==> config.mk <==
export PLATFORM = sky130hd
export DESIGN_NAME = conv3_mac
export DESIGN_NICKNAME = d
export VERILOG_FILES = /design/src/design/conv3_pkg.sv /design/src/design/conv3_mac.sv
export SDC_FILE = /design/constraint.sdc
export NUM_CORES = 2
export LEC_CHECK = 0
export BUFFER_PORTS_ARGS = -buffer_cell sky130_fd_sc_hd__buf_2
export CAP_MARGIN = 20
export CELL_PAD_IN_SITES_DETAIL_PLACEMENT = 0
export CELL_PAD_IN_SITES_GLOBAL_PLACEMENT = 1
export CORE_ASPECT_RATIO = 0.75
export CORE_MARGIN = 2
export CORE_UTILIZATION = 53
export DETAILED_ROUTE_END_ITERATION = 8
export PLACE_DENSITY = 0.93
export REMOVE_ABC_BUFFERS = 1
export SLEW_MARGIN = 10
export SYNTH_ARGS = -nofsm -noshare
export SYNTH_HDL_FRONTEND = slang
export SYNTH_SLANG_ARGS = --single-unit
==> constraint.sdc <==
create_clock -name clock -period 28.8 [get_ports clock]
set_input_delay 0 -clock clock [delete_from_list [all_inputs] [get_ports clock]]
set_output_delay 0 -clock clock [all_outputs]
set_load 0.005 [all_outputs]
==> src/design/conv3_pkg.sv <==
// Package for the 3x3 clamped convolution core.
// Holds field widths, register map codes, reset values and shared types.
// No dependencies.
package conv3_pkg;

   localparam int PIXEL_BITS     = 8;
   localparam int FW_BITS        = 11;
   localparam int FH_BITS        = 12;
   localparam int KERNEL_BITS    = 48;
   localparam int SLOT_BITS      = 16;
   localparam int ROWS           = 3;
   localparam int TAPS           = 9;
   localparam int MIN_DIM        = 3;
   localparam int WINDOW_EDGE    = 2;

   localparam int CSR_ADDR_BITS  = 6;
   localparam int CSR_DATA_BITS  = 64;
   localparam int REG_INDEX_BITS = 3;

   localparam logic [REG_INDEX_BITS-1:0] REG_FRAME_WIDTH   = 3'd0;
   localparam logic [REG_INDEX_BITS-1:0] REG_FRAME_HEIGHT  = 3'd1;
   localparam logic [REG_INDEX_BITS-1:0] REG_KERNEL_TOP    = 3'd2;
   localparam logic [REG_INDEX_BITS-1:0] REG_KERNEL_MID    = 3'd3;
   localparam logic [REG_INDEX_BITS-1:0] REG_KERNEL_BOTTOM = 3'd4;

   localparam logic [FW_BITS-1:0]     FRAME_WIDTH_RESET   = 11'd640;
   localparam logic [FH_BITS-1:0]     FRAME_HEIGHT_RESET  = 12'd480;
   localparam logic [KERNEL_BITS-1:0] KERNEL_TOP_RESET    = 48'd0;
   localparam logic [KERNEL_BITS-1:0] KERNEL_MID_RESET    = 48'd65536;
   localparam logic [KERNEL_BITS-1:0] KERNEL_BOTTOM_RESET = 48'd0;

   localparam logic [PIXEL_BITS-1:0] PIXEL_MAX = 8'd255;

   typedef logic [PIXEL_BITS-1:0]  pixel_type;
   typedef logic [KERNEL_BITS-1:0] kernel_type;

   typedef struct packed {
      logic bank;
      logic emit;
      logic last;
   } scan_flags_type;

endpackage

==> src/design/conv3_mac.sv <==
// Multiply-accumulate pipeline: nine products, three row sums, sum and clamp.
// Depends on conv3_pkg; drives the result channel.
module conv3_mac import conv3_pkg::*; #(
   parameter int COEF_BITS = 16
) (
   input  logic                  clock,
   input  logic                  reset,
   input  logic                  in_valid,
   output logic                  in_ready,
   input  logic                  in_last,
   input  pixel_type [TAPS-1:0]  pix,
   input  kernel_type [ROWS-1:0] kern,
   output logic                  rsp_valid,
   input  logic                  rsp_ready,
   output logic [PIXEL_BITS-1:0] rsp_pixel_out,
   output logic                  rsp_frame_end
);

   localparam int PROD_BITS = COEF_BITS + PIXEL_BITS + 1;
   localparam int ROW_BITS  = PROD_BITS + 2;
   localparam int SUM_BITS  = PROD_BITS + 4;

   logic signed [PROD_BITS-1:0] coef_x [TAPS];
   logic signed [PROD_BITS-1:0] pix_x  [TAPS];
   logic signed [PROD_BITS-1:0] prod_in [TAPS];
   logic signed [PROD_BITS-1:0] prod_ff [TAPS];
   logic signed [ROW_BITS-1:0]  row_in  [ROWS];
   logic signed [ROW_BITS-1:0]  row_ff  [ROWS];
   logic signed [SUM_BITS-1:0]  sum;

   logic prod_valid_ff, prod_valid_in, prod_last_ff, prod_ready;
   logic row_valid_ff, row_valid_in, row_last_ff, row_ready;
   logic rsp_valid_ff, rsp_valid_in, rsp_last_ff, out_ready;
   logic [PIXEL_BITS-1:0] rsp_pixel_ff, rsp_pixel_in;

   assign out_ready  = !rsp_valid_ff || rsp_ready;
   assign row_ready  = !row_valid_ff || out_ready;
   assign prod_ready = !prod_valid_ff || row_ready;
   assign in_ready   = prod_ready;

   for (genvar t = 0; t < TAPS; t++) begin : g_tap
      assign coef_x[t]  = PROD_BITS'($signed(kern[t / ROWS][SLOT_BITS * (t % ROWS) +: COEF_BITS]));
      assign pix_x[t]   = PROD_BITS'({1'b0, pix[t]});
      assign prod_in[t] = PROD_BITS'(coef_x[t] * pix_x[t]);
   end

   for (genvar r = 0; r < ROWS; r++) begin : g_row
      assign row_in[r] = ROW_BITS'(prod_ff[ROWS * r]) + ROW_BITS'(prod_ff[ROWS * r + 1])
                       + ROW_BITS'(prod_ff[ROWS * r + 2]);
   end

   always_comb begin
      sum = SUM_BITS'(row_ff[0]) + SUM_BITS'(row_ff[1]) + SUM_BITS'(row_ff[2]);
      if (sum[SUM_BITS-1]) rsp_pixel_in = '0;
      else if (|sum[SUM_BITS-2:PIXEL_BITS]) rsp_pixel_in = PIXEL_MAX;
      else rsp_pixel_in = sum[PIXEL_BITS-1:0];

      prod_valid_in = prod_ready ? in_valid : prod_valid_ff;
      row_valid_in  = row_ready ? prod_valid_ff : row_valid_ff;
      rsp_valid_in  = out_ready ? row_valid_ff : rsp_valid_ff;
   end

   always_ff @(posedge clock) begin
      if (reset) begin
         prod_valid_ff <= 1'b0;
         row_valid_ff  <= 1'b0;
         rsp_valid_ff  <= 1'b0;
      end else begin
         prod_valid_ff <= prod_valid_in;
         row_valid_ff  <= row_valid_in;
         rsp_valid_ff  <= rsp_valid_in;
      end
   end

   always_ff @(posedge clock) begin
      if (prod_ready && in_valid) begin
         prod_ff      <= prod_in;
         prod_last_ff <= in_last;
      end
      if (row_ready && prod_valid_ff) begin
         row_ff      <= row_in;
         row_last_ff <= prod_last_ff;
      end
      if (out_ready && row_valid_ff) begin
         rsp_pixel_ff <= rsp_pixel_in;
         rsp_last_ff  <= row_last_ff;
      end
   end

   assign rsp_valid     = rsp_valid_ff;
   assign rsp_pixel_out = rsp_pixel_ff;
   assign rsp_frame_end = rsp_last_ff;

endmodule

# == Word level (Yosys, flattened, before mapping) ==
# Cells that the tools add are included.
# Widths: inputs -> output; s select.
# classes
reduce_logical,10
add_sub_neg,8
n_mux,1
multipliers,9
# op_table
cell,n
$mul 16x9->25,9
$add 26x25->27,3
$add 25x25->26,3
$add 28x27->29,1
$add 27x27->28,1
$reduce_or 20->1,1
$mux 8,1
$logic_and 1x1->1,3
$logic_not 1->1,3
$logic_or 1x1->1,3
# word_totals
inputBits,221
wordCells,47
output_inout_bits,11
register_bits,320

# == Logic depth before layout (Yosys ltp) ==
# logic_depth
word_depth,5
depth_mapped,22
ltp_nobuf,21

# == Worst setup path before layout ==
# No wires, ideal clock.
# synth_timing
path_kind,register -> register
startpoint,reg prod_valid_ff
endpoint,reg prod_ff[0] (netlist bit) (enable)
path_stages_with_launch,2
required_time_ns,27.852
t_arrival_ns,12.480
path_buffers,0
setup_ns,0.948
setup_slack_ns,15.372
period_less_slack_ns,13.428
cell_sequence,dfxtp_1 > a31oi_1
# synth_between
elab_chain_len,3
# synth_lines
element,line,rtl
from (decl),conv3_mac.sv:31,"logic prod_valid_ff, prod_valid_in, prod_last_ff, prod_ready;"
from (signal assigned),conv3_mac.sv:69,prod_valid_ff <= prod_valid_in;
$logic_not 1->1,conv3_mac.sv:38,assign prod_ready = !prod_valid_ff || row_ready;
$logic_or 1x1->1,conv3_mac.sv:38,
$logic_and 1x1->1,conv3_mac.sv:76,if (prod_ready && in_valid) begin
to (signal assigned),conv3_mac.sv:77,prod_ff <= prod_in;
to (decl),conv3_mac.sv:26,logic signed [PROD_BITS-1:0] prod_ff [TAPS];
# No other way between the ends.
# A chain may end at the register's enable or synchronous reset.

==> results_dict.tcl <==
set metrics [dict create \
    status "finished clean" \
    drtAntennaViolNets 0 \
    io_pins 232 \
    cts_sinks 320 \
    post_cts_buffers 0 \
    postCtsHoldBufs 18 \
    port_buffers 231 \
    async_reset_ff_share_pct 0 \
    die_w_um 384 \
    nFillCells 9306 \
    grt_first_pass_wirelength_um 211000 \
    drv_slew 0 \
    yosysTopAreaCell "fa_1" \
    synth_top_flop_cell "edfxtp_1" \
    synthCells 5919 \
    fin_util_pct 57.1 \
    track_usage_pct 23.6 \
    skew_ps 32.4 \
    post_cts_resize_count 0 \
    cpPeakStageDelay_ps 520 \
    arrival_ps 5210 \
    clk-insertion-delay-late_ps 550 \
    cts_tree "built" \
    grt_max_degree 82 \
    slowest_stage "dlygate4sd3_1" \
    globalplace.congestion 0.918 \
    cap_violations 0 \
    routed_wl_um 125000 \
    whs_ps 11.8 \
    hold_class "in -> reg" \
    die_area_mm2 0.111 \
    ys_seq_area_share_pct 16.7 \
    yosys_warnings 0 \
    cp_num_buf_inv 4 \
    crit_type "in -> reg" \
    synth_edf_count 317 \
    root_buffer "clkbuf_16" \
    drtIter0Drc 2231 \
    fin_ws_ps 23840 \
    multi_input_area_mm2 0.0423 \
    fmax_ghz 0.202 \
    route.vias.total 39977 \
    period_minus_slack_ps 4960 \
    ys_seq_elements 320 \
    hold_viol 0 \
    rsz0062_at_grt "false" \
    syn_avg_cell_area_um2 9.69 \
    rows 104 \
    start_util_pct 53.4 \
    crit_family "adder cells" \
    antenna_found_initial 8 \
    syn2layout_area_growth_pct 6.93 \
    relSlewSlack_pct 29.7 \
    dp_slack_ps 23420 \
    clk_pin_slew_ps 60 \
    cts_buffers 34 \
    start_kind "primary input" \
    drc_errors 0 \
    layout_commonest_cell "inv_1" \
    syn-cell-area_mm2 0.0573 \
    fin_nets 7922 \
    setup_viol 0 \
    fin_crit_sh_pct 17.2 \
    ctsLongestPathBuffers 3 \
    mostFrequentLayoutCells "inv_1, fa_1, and2_1, nand2_1, ha_1" \
    hpwl_um 105000 \
    first_global_vias 41503 \
    via_per_inst 5.27 \
    tns_ps 0 \
    drive_gt1_share_pct 5.27 \
    ys_types 74 \
    yosys-top-cells-area "fa_1, edfxtp_1, ha_1, inv_1, and2_1" \
    core_mm2 0.107 \
    critPathMaxFanout 8 \
    cts_max_level 2 \
    synth_top_area_share_pct 35.7 \
    regArea_mm2 0.00958 \
    cp-end-kind "flop" \
    path_cells "dlygate4sd3_1, buf_2, and2_1, fa_1, ha_1, ha_1, inv_1, fa_1, inv_1, ha_1, fa_1, a21oi_1, o2111ai_1, a211oi_1, o21ai_0, o211ai_1, nand3_1, o21ai_0, nand2b_1, a21oi_1, xnor2_1" \
    die_height_um 289 \
    overflow 0 \
    cp_data_required_time_ps 29060 \
    worstMarginPinSlew_ps 1060 \
    drt-pass1-iter-count 6 \
    drt-wirelength-per-cell_um 16.5 \
]
==> area by class of cell <==
| cell class | instances | area share (%) |
|---|---|---|
| clock buffers | 40 | 1.48 |
| inverters | 1392 | 8.52 |
| multi-input cells | 4124 | 68.9 |
| clock inverters | 20 | 0.284 |
| flip-flops and latches | 320 | 15.6 |
| repair buffers | 253 | 2.23 |
| diodes | 9 | 0.0367 |
| well taps | 1431 | 2.92 |
==> worst reg2reg max path, stage by stage, from the launching register on <==
cell and delay (ps):
edfxtp_1 510, fa_1 480, ha_1 230, fa_1 480
a211oi_2 280, o21ai_1 140, a41oi_1 330, a21oi_1 170
a31o_1 290, a31o_1 270, a211o_1 290, a211oi_2 220
nand4_2 270, o21a_1 320
==> worst paths after layout <==
path / slack [ps] / startpoint / endpoint / depth (start not counted)
min: 10 / kern[65] / prod_ff[101] / 3
max: 23840 / kern[113] / prod_ff[49] / 21
max reg2reg: 24270 / row_ff[55] / rsp_pixel_out[6] / 13
min reg2reg: 420 / prod_last_ff / row_last_ff / 0
==> layer usage <==
metal,track usage (%),up-vias,part of all wire (%)
met5,0,-,0
met4,4.42,0,1.7
met3,3.86,136,6.7
met2,37.4,983,46
met1,34.6,20129,45
li1,-,18729,-
==> cells by family after synthesis <==
logic type                 synth area share (%)
muxes                                    0.0895
xor gates and xnor gates                   4.08
buffers and inverters                      9.66
and+or+nand+nor                            14.7
AOI/OAI and AO/OA                          6.98
DFF                                        16.7
adders and majority gates                  47.8
==> Yosys cell counts, drive strengths merged (82+ instances only) <==
| cell | count |
|---|---|
| a21oi | 178 |
| and2 | 636 |
| clkbuf | 82 |
| edfxtp | 317 |
| fa | 1024 |
| ha | 552 |
| inv | 1392 |
| nand2 | 628 |
| nor2 | 159 |
| o21ai | 106 |
| xnor2 | 201 |
==> metrics by stage <==
stage	area, um^2	cells
after CTS	61300	7580
final	61300	7589
after detailed placement	60000	7502
after global placement	60000	7502
after floorplan	57000	5836
after global routing	61300	7588
==> state kept, by name, indices dropped and copies added (netlist names) <==
signal,count
rsp_pixel_out,8
prod_ff,225
row_valid_ff,1
row_last_ff,1
rsp_valid,1
rsp_frame_end,1
row_ff,81
prod_last_ff,1
prod_valid_ff,1
Power is left out: the tool's default activity adds up to more than one toggle a clock period on the data nets, which glitch-free logic cannot reach.
