`src/design/conv3_pkg.sv`:
```
// Package for the 3x3 clamped convolution core.
// Holds field widths, register map codes, reset values and shared types.
// No dependencies.
package conv3_pkg;

   localparam int PIXEL_BITS     = 8;
   localparam int FW_BITS        = 11;
   localparam int FH_BITS        = 12;
   localparam int KERNEL_BITS    = 48;
   localparam int SLOT_BITS      = 16;
   localparam int ROWS           = 3;
   localparam int TAPS           = 9;
   localparam int MIN_DIM        = 3;
   localparam int WINDOW_EDGE    = 2;

   localparam int CSR_ADDR_BITS  = 6;
   localparam int CSR_DATA_BITS  = 64;
   localparam int REG_INDEX_BITS = 3;

   localparam logic [REG_INDEX_BITS-1:0] REG_FRAME_WIDTH   = 3'd0;
   localparam logic [REG_INDEX_BITS-1:0] REG_FRAME_HEIGHT  = 3'd1;
   localparam logic [REG_INDEX_BITS-1:0] REG_KERNEL_TOP    = 3'd2;
   localparam logic [REG_INDEX_BITS-1:0] REG_KERNEL_MID    = 3'd3;
   localparam logic [REG_INDEX_BITS-1:0] REG_KERNEL_BOTTOM = 3'd4;

   localparam logic [FW_BITS-1:0]     FRAME_WIDTH_RESET   = 11'd640;
   localparam logic [FH_BITS-1:0]     FRAME_HEIGHT_RESET  = 12'd480;
   localparam logic [KERNEL_BITS-1:0] KERNEL_TOP_RESET    = 48'd0;
   localparam logic [KERNEL_BITS-1:0] KERNEL_MID_RESET    = 48'd65536;
   localparam logic [KERNEL_BITS-1:0] KERNEL_BOTTOM_RESET = 48'd0;

   localparam logic [PIXEL_BITS-1:0] PIXEL_MAX = 8'd255;

   typedef logic [PIXEL_BITS-1:0]  pixel_type;
   typedef logic [KERNEL_BITS-1:0] kernel_type;

   typedef struct packed {
      logic bank;
      logic emit;
      logic last;
   } scan_flags_type;

endpackage

```
`src/design/conv3_scan.sv`:
```
// Raster position tracker: column and row counters, wrap on frame size.
// Depends on conv3_pkg.
module conv3_scan import conv3_pkg::*; #(
   parameter int MAX_WIDTH = 1024,
   localparam int COL_BITS = (MAX_WIDTH > 1) ? $clog2(MAX_WIDTH) : 1
) (
   input  logic                clock,
   input  logic                reset,
   input  logic                advance,
   input  logic [FW_BITS-1:0]  frame_width,
   input  logic [FH_BITS-1:0]  frame_height,
   output logic [COL_BITS-1:0] col,
   output scan_flags_type      flags
);

   localparam int WW = $clog2(MAX_WIDTH + 1);
   localparam int LW = ((WW > FW_BITS) ? WW : FW_BITS) + 1;
   localparam int RW = FH_BITS + 1;

   logic [COL_BITS-1:0] col_ff, col_in;
   logic [FH_BITS-1:0]  row_ff, row_in;
   logic [LW-1:0]       width_eff, col_e, col_n;
   logic [RW-1:0]       height_eff, row_t, row_e, row_n;

   always_comb begin
      width_eff = LW'(frame_width);
      if (width_eff > LW'(MAX_WIDTH)) width_eff = LW'(MAX_WIDTH);
      if (width_eff < LW'(MIN_DIM)) width_eff = LW'(MIN_DIM);
      height_eff = RW'(frame_height);
      if (height_eff < RW'(MIN_DIM)) height_eff = RW'(MIN_DIM);

      // wrap on entry when the frame size shrank
      row_t = RW'(row_ff);
      if (LW'(col_ff) >= width_eff) begin
         col_e = '0;
         row_t = row_t + RW'(1);
      end else begin
         col_e = LW'(col_ff);
      end
      if (row_t >= height_eff) row_e = '0;
      else row_e = row_t;

      flags.bank = row_e[0];
      flags.emit = (row_e >= RW'(WINDOW_EDGE)) && (col_e >= LW'(WINDOW_EDGE));
      flags.last = (row_e == height_eff - RW'(1)) && (col_e == width_eff - LW'(1));

      col_n = col_e + LW'(1);
      row_n = row_e;
      if (col_n >= width_eff) begin
         col_n = '0;
         row_n = row_e + RW'(1);
         if (row_n >= height_eff) row_n = '0;
      end

      col_in = advance ? COL_BITS'(col_n) : col_ff;
      row_in = advance ? FH_BITS'(row_n) : row_ff;
   end

   always_ff @(posedge clock) begin
      if (reset) begin
         col_ff <= '0;
         row_ff <= '0;
      end else begin
         col_ff <= col_in;
         row_ff <= row_in;
      end
   end

   assign col = COL_BITS'(col_e);

endmodule

```
`config.mk`:
```
export PLATFORM = sky130hd
export DESIGN_NAME = conv3_scan
export DESIGN_NICKNAME = d
export VERILOG_FILES = /design/src/design/conv3_pkg.sv /design/src/design/conv3_scan.sv
export SDC_FILE = /design/constraint.sdc
export NUM_CORES = 1
export LEC_CHECK = 0
export ABC_AREA = 1
export BUFFER_PORTS_ARGS = -buffer_cell sky130_fd_sc_hd__buf_2
export CAP_MARGIN = 20
export CORE_ASPECT_RATIO = 2
export CORE_MARGIN = 3
export CORE_UTILIZATION = 55
export CTS_BUF_LIST = sky130_fd_sc_hd__clkbuf_16
export CTS_CLUSTER_DIAMETER = 120
export DETAILED_ROUTE_END_ITERATION = 10
export PLACE_DENSITY = 0.75
export SLEW_MARGIN = 20
export SYNTH_ARGS = -nofsm -noshare
export SYNTH_HDL_FRONTEND = slang
export SYNTH_SLANG_ARGS = --single-unit
export TNS_END_PERCENT = 100
```
`constraint.sdc`:
```
create_clock -name clock -period 16.8 [get_ports clock]
set_input_delay 3.36 -clock clock [delete_from_list [all_inputs] [get_ports clock]]
set_output_delay 3.36 -clock clock [all_outputs]
set_load 0.005 [all_outputs]
```
---- Word level (Yosys, flattened, before mapping) ----
Cells that the tools add are included.
storage, ports and cells
  bits in registers ....................... 22
  output and inout port bits .............. 13
  logic and storage cells ................. 29
operators by class
  add/sub/neg operators ................... 5
  $lt $le $gt $ge ......................... 9
  equality and inequality tests ........... 2
  muxes and demuxes ....................... 9
  reduce and logical (&&, ||, !) cells .... 2
operators with widths
  kind                                                                count
  2-to-1 mux 12 bit                                                   4
  2-to-1 mux 13 bit                                                   2
  < comparator 12 x 2 -> 1 bit, second input constant                 2
  2-to-1 mux 10 bit                                                   2
  adder 12 x 1 -> 13 bit, second input constant                       1
  adder 13 x 1 -> 13 bit, second input constant                       1
  == test 13 bit                                                      1
  greater-or-equal comparator 13 x 12 -> 1 bit                        1
  greater-or-equal comparator 13 bit                                  1
  greater-or-equal comparator 13 x 2 -> 1 bit, second input constant  1
  subtractor 13 x 1 -> 13 bit, second input constant                  1
  == test 12 bit                                                      1
  greater-or-equal comparator 10 x 12 -> 1 bit                        1
  greater-or-equal comparator 11 x 12 -> 1 bit                        1
  greater-or-equal comparator 12 x 2 -> 1 bit, second input constant  1
  subtractor 12 x 1 -> 12 bit, second input constant                  1
  adder 10 x 1 -> 11 bit, second input constant                       1
  > comparator 11 bit, second input constant                          1
  2-to-1 mux 11 bit                                                   1
  logical AND 1 bit                                                   2

---- Longest topological paths before layout ----
Gate-level depths: netlist (run 1).
  depth after elaboration ................. 12
  mapped depth ............................ 53
  mapped depth without buffers ............ 52

---- Worst setup path after synthesis (run 1) ----
Ideal clock, no wire load.
  path type ............................... input to output
  from .................................... input frame_width[4]
  to ...................................... output flags[0] in the netlist's numbering
  arrival time ............................ 7.337 ns
  slack ................................... 6.103 ns
  cell stages on the path ................. 39
  buffers on the path ..................... 1
  cell sequence ........................... or2_2 nor2_1 nand2_1 nand2_1 inv_1 nor2_1 inv_1 ha_1 nand2_2 nor2_1 nand2_1 nand3_2 nand2_4 nand2_8 buf_12 nand2_1 nand2_1 inv_1 [... 3 more ...] a21oi_1 nand2_1 nor2_1 nand2_1 nand2_1 nand2_1 nand2_1 nand2_4 nor2_1 ha_1 nand2_1 inv_1 nand4_1 nor2_1 nand4_1 nor2_1 nand3_1 nor2_1
RTL lines
  item                line              source
  start: declaration  conv3_scan.sv:10  input logic [FW_BITS-1:0] frame_width,
  end: declaration    conv3_scan.sv:13  output scan_flags_type flags

==> out/results.ini, run 1 <==
[global_route]
met2_usage_pct=57.6
grt-ovfl-total=0
grt_util_all_layers_pct=32.6
vias_in_the_first_global_route=4445
met1_capacity_usage_during_global_routing_pct=29.5
gr-max-usage-layer=met2
grt_pass1_wl_microns=21500
antenna_violations_before_repair=0
grt_start_max_net_pins=25
gr-usage-met3_pct=4.53

[yosys]
netlist_top_cells_area=ha_1 15%, nand2_1 14%, inv_1 10%, dfxtp_1 10%, nor2_1 9.3%
synthDistinctLibCells=49
synth.top_cell.area_share_pct=15.2
synth_compound_area_share_pct=10.1
netlist_top_cells_count=159 x nand2_1, 119 x inv_1, 106 x nor2_1
synth-simple-area-share_pct=42.7
edff_count_synth=0
netlist_instances=705
synth.largest_area_cell=ha_1
postSynthRegisterBits=22
most_instantiated_library_cell_after_synthesis=nand2_1
postSynth.topFlopCell=dfxtp_1
post_synth_fa_ha_maj_area_fraction_pct=15.2
synth-xor-area-share_pct=8.80
yosys_warnings=0
post_synthesis_sequential_area_ratio_pct=10.3
async_reset_ff_share_pct=0
synthesis.nets=783
main_combinational_cell_family_by_area_after_synthesis=simple AND/OR/NAND/NOR gates
synth_area_per_cell_sq_um=6.09
mappedNetlistArea_sq_mm=0.00429
synth.area.mux_share_pct=0

[sta]
worst_case_clock_skew_ps=9.67
finalHoldViolations=0
timing.final.ws_setup_ps=5020
period_share_pct=70.1
timing.slew.headroom_pct=54.2
worstMarginPinSlew_ps=684
post-route-min-period_ps=11780
rsz0062_at_grt=no
final-max-slew-violation-count=0
timing.fmax_mhz=84.9
final.setup.tns_ps=0
report.final.setup_viol=0

[critical_path]
critical_path.startpoint=frame_width[4]
worst-r2r-cell-count=41
cpPeakStageDelay_ps=390
category_of_the_critical_setup_timing_path=input pin to output port
path_common_cell=nand2_1
end_of_the_worst_register_to_register_path=row_ff[0]
reg_to_reg_start=row_ff[0]
critPathRequiredTime_ps=13440
worstPathMaxFanout=24
worst_setup_path_start_kind=input pin
crit_path_top_delay_cell=nand2_1
rrSetupSlack_ps=10210
worst-endpoint-arrival_ps=8420
worstSetupEndpointType=output port

[drt]
vias_per_cell=5.47
drt-pass1-iter-count=5
drt_wl_total_microns=13900
drc_errors=0
detail-route-antenna-nets=0
drt_iter0_drc=279
avgRoutedWirePerCell_microns=16.7
via_count=4549

[cells_and_area]
postLayoutCellArea_sq_mm=0.00463
antenna-diode-count=0
final_layout_size_suffix_gt1_share_pct=12.5
final_util_pct=60.9
fillCellCount=754
num-nets-final=816
finish.cell_count_without_fillers=831
flow.area_growth_from_synthesis_pct=7.84

[placement]
dpl.hpwl_microns=11700
placed_cell_count=827
placement.setup.worst_slack_ps=5080
placement.cell_area_sq_mm=0.00453
place.port_buffers=38
place_congestion=1.00

[worst_hold_path]
worstHoldPathCells=2
holdCritStartpoint=col_ff[0]
min_delay_worst_endpoint=col_ff[0]
worst_hold_path_type=flip-flop to flip-flop

[clock_tree]
cts_tree=done
cts.path.max_buffers=2
clock_sinks=22
htree_levels=1
post_cts.resized_instances=0
root_buffer=clkbuf_16
cts-buffers-inserted=3
cts.reportedPaths.clkPinSlew_ps=60
cts_hold_buffers=0
clk_latency_ps=270
cts.repair_timing.setup_buffer_count=0

[floorplanning]
starting_utilization_of_the_core_area_pct=56.5
floorplan.die_area_sq_mm=0.00897
rows=45
io_pins=39
die_x_microns=68.5
core_area_sq_mm=0.00760
floorplan.die.height_microns=131

[power_and_ir_drop]
peakVddDrop_mv=0.0295
leakage_uw=0.00251
power.density_mw_per_mm2=47.2

[outcome]
run_status=complete, no violations

[flow_run]
max-cap-violations=0

[kinds of logic after synthesis]
group,Yosys count
AND/OR/NAND/NOR,379
buffers and inverters,136
AO/OA/AOI/OAI,75
adder cells (fa/ha/maj),52
XOR/XNOR,41
flip-flops,22
[sequential cells by signal, indices dropped and copies added (netlist names)]
name    count
col_ff     10
row_ff     12
[per-layer routing]
| layer | up-vias | wire length [microns] |
|---|---|---|
| met3 | 76 | 419 |
| met4 | 0 | 1470 |
| li1 | 2316 | - |
| met1 | 2029 | 4670 |
| met2 | 128 | 7320 |
| met5 | - | 0 |
[cell usage in the layout (no fill, tap or decap), types with 6 or more instances in the layout]
cell type	Yosys	routed
nand2_1	159	159
nand3_1	33	33
dfxtp_1	22	22
xor2_1	34	34
inv_1	119	119
ha_1	52	52
nand3_2	6	6
xnor2_1	6	6
nor3_1	8	8
o21ai_0	29	29
nand2_2	6	6
nand4_1	24	24
buf_2	0	38
a21oi_1	28	28
nor2_1	106	106
[how the worst max path moves through the flow]
stage	endpoint
after CTS	flags[0]
after global placement	flags[0]
after detailed placement	flags[0]
after floorplan	flags[0]
final	flags[0]
after global routing	flags[0]
[critical path: cells and delay by family]
kind                     cells  cell delay (ps)
AND/OR/NAND/NOR             29             3400
adder cells (fa/ha/maj)      3              870
buffers and inverters        7              600
AO/OA/AOI/OAI                1              130
[layout make-up]
type	instances	area [sq um]	area share, %
clock buffers	3	75.1	1.62
clock inverters	1	30.0	0.648
inverters	125	477	10.3
multi-input cells	547	3290	71.1
flip-flops and latches	22	440	9.51
well taps	94	118	2.54
repair buffers	39	198	4.27
[where the power goes]
group | switching, uW | internal (uW) | leakage [uW]
Combinational | 61.6 | 30.8 | 0.00228
Sequential | 3.08 | 54.1 | 0.000179
Clock | 21.5 | 47.4 | 0.0000511
Total | 86.1 | 132 | 0.00251
[through the flow]
step / power [uW] / hold WS (ps)
5_1_grt: 232 / 536
3_5_place_dp: 149 / 497
4_1_cts: 218 / 505
2_1_floorplan: 123 / 459
6_report: 219 / 503
3_3_place_gp: 147 / 482
Note: power is estimated with default switching activity, not from simulation.
==> inputs of run 2 (changes only) <==
--- a/config.mk
+++ b/config.mk
@@ -5,7 +5,7 @@
 export SDC_FILE = /design/constraint.sdc
 export NUM_CORES = 1
 export LEC_CHECK = 0
-export ABC_AREA = 1
+export ABC_AREA = 0
 export BUFFER_PORTS_ARGS = -buffer_cell sky130_fd_sc_hd__buf_2
 export CAP_MARGIN = 20
 export CORE_ASPECT_RATIO = 2
==> constraint.sdc (replaced) <==
create_clock -name clock -period 12 [get_ports clock]
set_input_delay 2.4 -clock clock [delete_from_list [all_inputs] [get_ports clock]]
set_output_delay 2.4 -clock clock [all_outputs]
set_load 0.005 [all_outputs]
==> run 2 against run 1 <==
Compared with the run above:
- flip-flop and latch count unchanged
- die area down 6.6%
- power up 28%
- largest cell class unchanged
- critical endpoint unchanged
==> out/results.ini, run 2 <==
[outcome]
run_status=complete, no violations

[power_and_ir_drop]
power.density_mw_per_mm2=64.9  ; +38%
leakage_uw=0.00185  ; -26%
peakVddDrop_mv=0.0905  ; +210%

[sta]
final.setup.tns_ps=0  ; unchanged
fin_worst_hold_slack_ps=513  ; +10.1 ps
post-route-min-period_ps=11310
period_share_pct=94.2
report.final.setup_viol=0  ; unchanged
finalHoldViolations=0  ; unchanged
timing.fmax_mhz=88.4
worstMarginPinSlew_ps=1030  ; +341 ps
worst_case_clock_skew_ps=2.98  ; -6.69 ps
final-max-slew-violation-count=0  ; unchanged
timing.slew.headroom_pct=29.9  ; -24 points
rsz0062_at_grt=no

[critical_path]
critPathRequiredTime_ps=9600  ; -3840 ps
cpPeakStageDelay_ps=720  ; +330 ps
crit_path_top_delay_cell=o311ai_4
worstPathMaxFanout=18  ; -25%
category_of_the_critical_setup_timing_path=input pin to output port
worstSetupEndpointType=output port
path_common_cell=ha_1
worst_setup_path_start_kind=input pin
worst-endpoint-arrival_ps=8910  ; +490 ps

[clock_tree]
root_buffer=clkbuf_16
post_cts.resized_instances=0  ; unchanged
cts_hold_buffers=0  ; unchanged
clock_sinks=22  ; unchanged
cts.reportedPaths.clkPinSlew_ps=60  ; about the same
clk_latency_ps=260  ; about the same
cts.path.max_buffers=2  ; unchanged
cts_tree=done
cts.repair_timing.setup_buffer_count=0  ; unchanged
htree_levels=1  ; unchanged
cts-buffers-inserted=3  ; unchanged

[yosys]
synth.largest_area_cell=ha_1
post_synthesis_sequential_area_ratio_pct=11.0  ; +0.78 points
edff_count_synth=0  ; unchanged
async_reset_ff_share_pct=0  ; unchanged
most_instantiated_library_cell_after_synthesis=ha_1
synth_area_per_cell_sq_um=7.49  ; +23%
netlist_instances=533  ; -24%
postSynth.topFlopCell=dfxtp_1
synthesis.nets=611  ; -22%
netlist_top_cells_count=52 x ha_1, 49 x nor2_1, 41 x nand2_1
postSynthRegisterBits=22  ; unchanged
synthDistinctLibCells=80  ; +63%
synth.top_cell.area_share_pct=16.3  ; +1.1 points
netlist_top_cells_area=ha_1 16%, dfxtp_1 11%, xnor2_1 5.7%, nor2_1 4.6%, a21oi_1 4.4%
mappedNetlistArea_sq_mm=0.00399  ; -7.1%
yosys_warnings=0  ; unchanged

[drt]
avgRoutedWirePerCell_microns=20.7  ; +24%
vias_per_cell=6.52  ; +19%
drc_errors=0  ; unchanged
drt_wl_total_microns=13300  ; -3.8%
drt_iter0_drc=272  ; -2.5%
via_count=4207  ; -7.5%
drt-pass1-iter-count=5  ; unchanged
detail-route-antenna-nets=0  ; unchanged

[placement]
dpl.hpwl_microns=10900  ; -7.2%
placement.cell_area_sq_mm=0.00421  ; -6.9%
place_congestion=0.980  ; -2.4%
place.port_buffers=38  ; unchanged

[cells_and_area]
layout_commonest_cell=ha_1
num-nets-final=634  ; -22%
most-common-layout-cells=52 x ha_1, 49 x nor2_1, 41 x nand2_1
largest-register=row_ff
antenna-diode-count=0  ; unchanged
final_layout_size_suffix_gt1_share_pct=12.8  ; +0.31 points
flow.area_growth_from_synthesis_pct=8.15
postLayoutCellArea_sq_mm=0.00432  ; -6.8%
max_ffs_per_register=12  ; unchanged
largest_registers=row_ff x12, col_ff x10

[floorplanning]
io_pins=39  ; unchanged
die_x_microns=66.2  ; -3.3%
floorplan.die_area_sq_mm=0.00838  ; -6.6%
rows=43  ; -4.4%
floorplan.die.height_microns=126  ; -3.4%
core_area_sq_mm=0.00699  ; -8.0%
starting_utilization_of_the_core_area_pct=57.1  ; +0.57 points

[global_route]
gr-usage-met3_pct=3.90  ; -0.64 points
antenna_violations_before_repair=0  ; unchanged
grt_util_all_layers_pct=32.6  ; about the same
grt_pass1_wl_microns=21000  ; -2.5%
met1_capacity_usage_during_global_routing_pct=30.4  ; +0.86 points
grt-ovfl-total=0  ; unchanged
vias_in_the_first_global_route=4259  ; -4.2%
grt_start_max_net_pins=31  ; +24%
met2_usage_pct=61.2  ; +3.5 points
gr-max-usage-layer=met2

[flow_run]
max-cap-violations=0  ; unchanged

[worst_hold_path]
worst_hold_path_type=flip-flop to flip-flop

-- run 2: critical path: cells and delay by family --
| family | cells | cell delay (ps) |
|---|---|---|
| AO/OA/AOI/OAI | 13 | 2770 |
| AND/OR/NAND/NOR | 5 | 1510 |
| adder cells (fa/ha/maj) | 3 | 940 |
| buffers and inverters | 4 | 750 |
| XOR/XNOR | 1 | 510 |
-- run 2: layout make-up --
type	instances	area (sq um)
multi-input combinational	451	3300
fill	720	2680
sequential	22	440
timing repair buffer	44	235
inverter	34	128
tap	90	113
clock buffer	3	75.1
clock inverter	1	30.0
-- run 2: logic make-up after synthesis --
kind of cell	after synthesis	synth area share, %
compound gates	133	24.8
xor+xnor	46	11.5
fa+ha+maj	52	16.3
buf+inv	60	6.49
flops	22	11.0
mux	3	0.784
simple gates	217	29.0
-- run 2: path summary, 6_finish.rpt --
kind,startpoint,endpoint,slack (ps),cells past startpoint
worst max-delay path,frame_width[3],flags[0],690,26
worst min-delay path,row_ff[10],row_ff[10],510,2
worst max register to register,col_ff[2],row_ff[8],3800,29
worst min register to register,row_ff[10],row_ff[10],510,2
-- run 2: where the power goes --
part	internal [uW]	total (uW)	switching, uW	leakage, uW
Clock	66.3	94.4	28.1	0.0000511
Combinational	40.9	105	64.3	0.00162
Sequential	75.5	80.6	5.09	0.000179
-- run 2: per-stage QoR --
step	utilization, %	total power [uW]	setup WS [ps]	cells
3_5_place_dp	60.2	185	897	641
2_1_floorplan	-	152	1420	533
4_1_cts	61.7	278	779	645
3_3_place_gp	60.2	182	1090	641
6_report	61.7	280	692	645
5_1_grt	61.7	295	306	645
-- run 2: metal layers --
metal / routed length, microns / up-vias / part of all wire [%]
met5: 0 / - / 0
met4: 1160 / 0 / 8.7
met3: 483 / 67 / 3.6
met2: 7310 / 157 / 55
met1: 4380 / 1983 / 33
li1: - / 2000 / -
==> inputs of run 3 (changes only) <==
--- a/config.mk
+++ b/config.mk
@@ -8,13 +8,15 @@
 export ABC_AREA = 0
 export BUFFER_PORTS_ARGS = -buffer_cell sky130_fd_sc_hd__buf_2
 export CAP_MARGIN = 20
+export CELL_PAD_IN_SITES_DETAIL_PLACEMENT = 1
+export CELL_PAD_IN_SITES_GLOBAL_PLACEMENT = 1
 export CORE_ASPECT_RATIO = 2
 export CORE_MARGIN = 3
-export CORE_UTILIZATION = 55
+export CORE_UTILIZATION = 45
 export CTS_BUF_LIST = sky130_fd_sc_hd__clkbuf_16
 export CTS_CLUSTER_DIAMETER = 120
 export DETAILED_ROUTE_END_ITERATION = 10
-export PLACE_DENSITY = 0.75
+export PLACE_DENSITY_LB_ADDON = 0.1
 export SLEW_MARGIN = 20
 export SYNTH_ARGS = -nofsm -noshare
 export SYNTH_HDL_FRONTEND = slang
==> run 3 against run 2 <==
Compared with the run above:
- hold slack better by 12 ps
- critical path depth unchanged
- power grew 2.0%
- die area rose by 21%
- sequential share of layout area about the same
- critical path type unchanged
- largest power group unchanged
- highest routed layer unchanged
==> out/results.ini, run 3 (synthesized netlist as in run 2, its figures left out) <==
[cells_and_area]
antenna-diode-count=0  ; unchanged
final_layout_size_suffix_gt1_share_pct=12.8  ; unchanged
layout_commonest_cell=ha_1
largest_registers=row_ff x12, col_ff x10
largest-register=row_ff
max_ffs_per_register=12  ; unchanged
postLayoutCellArea_sq_mm=0.00433  ; +0.29%
num-nets-final=634  ; unchanged
most-common-layout-cells=52 x ha_1, 49 x nor2_1, 41 x nand2_1
flow.area_growth_from_synthesis_pct=8.46

[clock_tree]
clock_sinks=22  ; unchanged
cts.path.max_buffers=2  ; unchanged
clk_latency_ps=270  ; about the same
cts-buffers-inserted=3  ; unchanged
cts_hold_buffers=0  ; unchanged
post_cts.resized_instances=0  ; unchanged
cts.repair_timing.setup_buffer_count=0  ; unchanged
root_buffer=clkbuf_16
cts_tree=done
cts.reportedPaths.clkPinSlew_ps=60  ; about the same
htree_levels=1  ; unchanged

[sta]
timing.fmax_mhz=87.9  ; -0.55%
finalHoldViolations=0  ; unchanged
worst_case_clock_skew_ps=3.77  ; +0.782 ps
post-route-min-period_ps=11370  ; +62.9 ps
final-max-slew-violation-count=0  ; unchanged
final.setup.tns_ps=0  ; unchanged
period_share_pct=94.8  ; +0.52 points
timing.slew.headroom_pct=36.3  ; +6.4 points
rsz0062_at_grt=no
report.final.setup_viol=0  ; unchanged
worstMarginPinSlew_ps=931  ; -93.7 ps

[drt]
drc_errors=0  ; unchanged
drt_iter0_drc=183  ; -33%
detail-route-antenna-nets=0  ; unchanged
vias_per_cell=6.58  ; +0.93%
avgRoutedWirePerCell_microns=23.2  ; +12%
drt_wl_total_microns=15200  ; +14%
via_count=4312  ; +2.5%
drt-pass1-iter-count=4  ; -1

[floorplanning]
io_pins=39  ; unchanged
rows=48  ; +12%
floorplan.die.height_microns=139  ; +10%
core_area_sq_mm=0.00865  ; +24%
floorplan.die_area_sq_mm=0.0101  ; +21%
starting_utilization_of_the_core_area_pct=46.2  ; -11 points
die_x_microns=72.6  ; +9.6%

[outcome]
run_status=complete, no violations

[critical_path]
cpPeakStageDelay_ps=760  ; +40 ps
critPathRequiredTime_ps=9600  ; about the same
path_common_cell=ha_1
worstPathMaxFanout=18  ; unchanged
crit_path_top_delay_cell=o311ai_4
worst-endpoint-arrival_ps=8970  ; +60 ps
worst_setup_path_start_kind=input pin
worstSetupEndpointType=output port
category_of_the_critical_setup_timing_path=input pin to output port

[placement]
placement.cell_area_sq_mm=0.00422  ; +0.30%
place.port_buffers=38  ; unchanged
place_congestion=0.943  ; -3.8%
dpl.hpwl_microns=12600  ; +16%

[power_and_ir_drop]
peakVddDrop_mv=0.0607  ; -33%
leakage_uw=0.00185  ; about the same
power.density_mw_per_mm2=66.0  ; +1.7%

[global_route]
grt_pass1_wl_microns=23700  ; +13%
grt_util_all_layers_pct=30.2  ; -2.4 points
antenna_violations_before_repair=0  ; unchanged
grt-ovfl-total=0  ; unchanged
vias_in_the_first_global_route=4701  ; +10%
grt_start_max_net_pins=31  ; unchanged

[flow_run]
max-cap-violations=0  ; unchanged

[worst_hold_path]
worst_hold_path_type=flip-flop to flip-flop

-- run 3: cell counts in the layout (fill, tap and decap cells not counted) --
No cell type changed its count.
-- run 3: metrics by stage --
stage	std cells	worst slack [ps]	power, uW	hold WS, ps	util (%)
6_report	655	629	286	525	50.1
5_1_grt	655	191	300	536	50.1
4_1_cts	655	687	286	520	50.1
3_5_place_dp	651	682	188	506	48.8
3_3_place_gp	651	824	184	490	48.8
2_1_floorplan	533	1420	152	471	-
-- run 3: worst max-delay path: cells and delay by family --
kind	cells	cell delay, ps
fa+ha+maj	3	950
buf+inv	4	680
xor+xnor	1	320
simple gates	5	1740
compound gates	13	2880
-- run 3: layout make-up --
class / count / area, sq um
Clock buffer: 3 / 75.1
Clock inverter: 1 / 30.0
Fill cell: 1139 / 4320
Inverter: 34 / 128
Multi-Input combinational cell: 451 / 3300
Sequential cell: 22 / 440
Tap cell: 100 / 125
Timing Repair Buffer: 44 / 235
-- run 3: path summary, 6_finish.rpt --
kind,startpoint,endpoint,slack [ps],cells past startpoint
worst max register to register,col_ff[2],row_ff[4],3850,29
worst max-delay path,frame_width[3],flags[0],630,26
worst min register to register,row_ff[10],row_ff[10],530,2
worst min-delay path,row_ff[10],row_ff[10],530,2
-- run 3: power breakdown --
part	total [uW]	switching [uW]	leakage, uW	internal (uW)
clock network	98.1	31.7	0.0000511	66.5
registers	80.8	5.38	0.000179	75.5
logic	107	65.6	0.00162	41.1
total	286	103	0.00185	183
-- run 3: routing by layer --
layer,vias up,routed length (microns),GRT usage [%]
met5,-,0,0
met4,0,1630,26.1
met1,2067,4950,27.0
li1,1999,-,-
met2,149,8200,56.3
met3,97,411,3.05
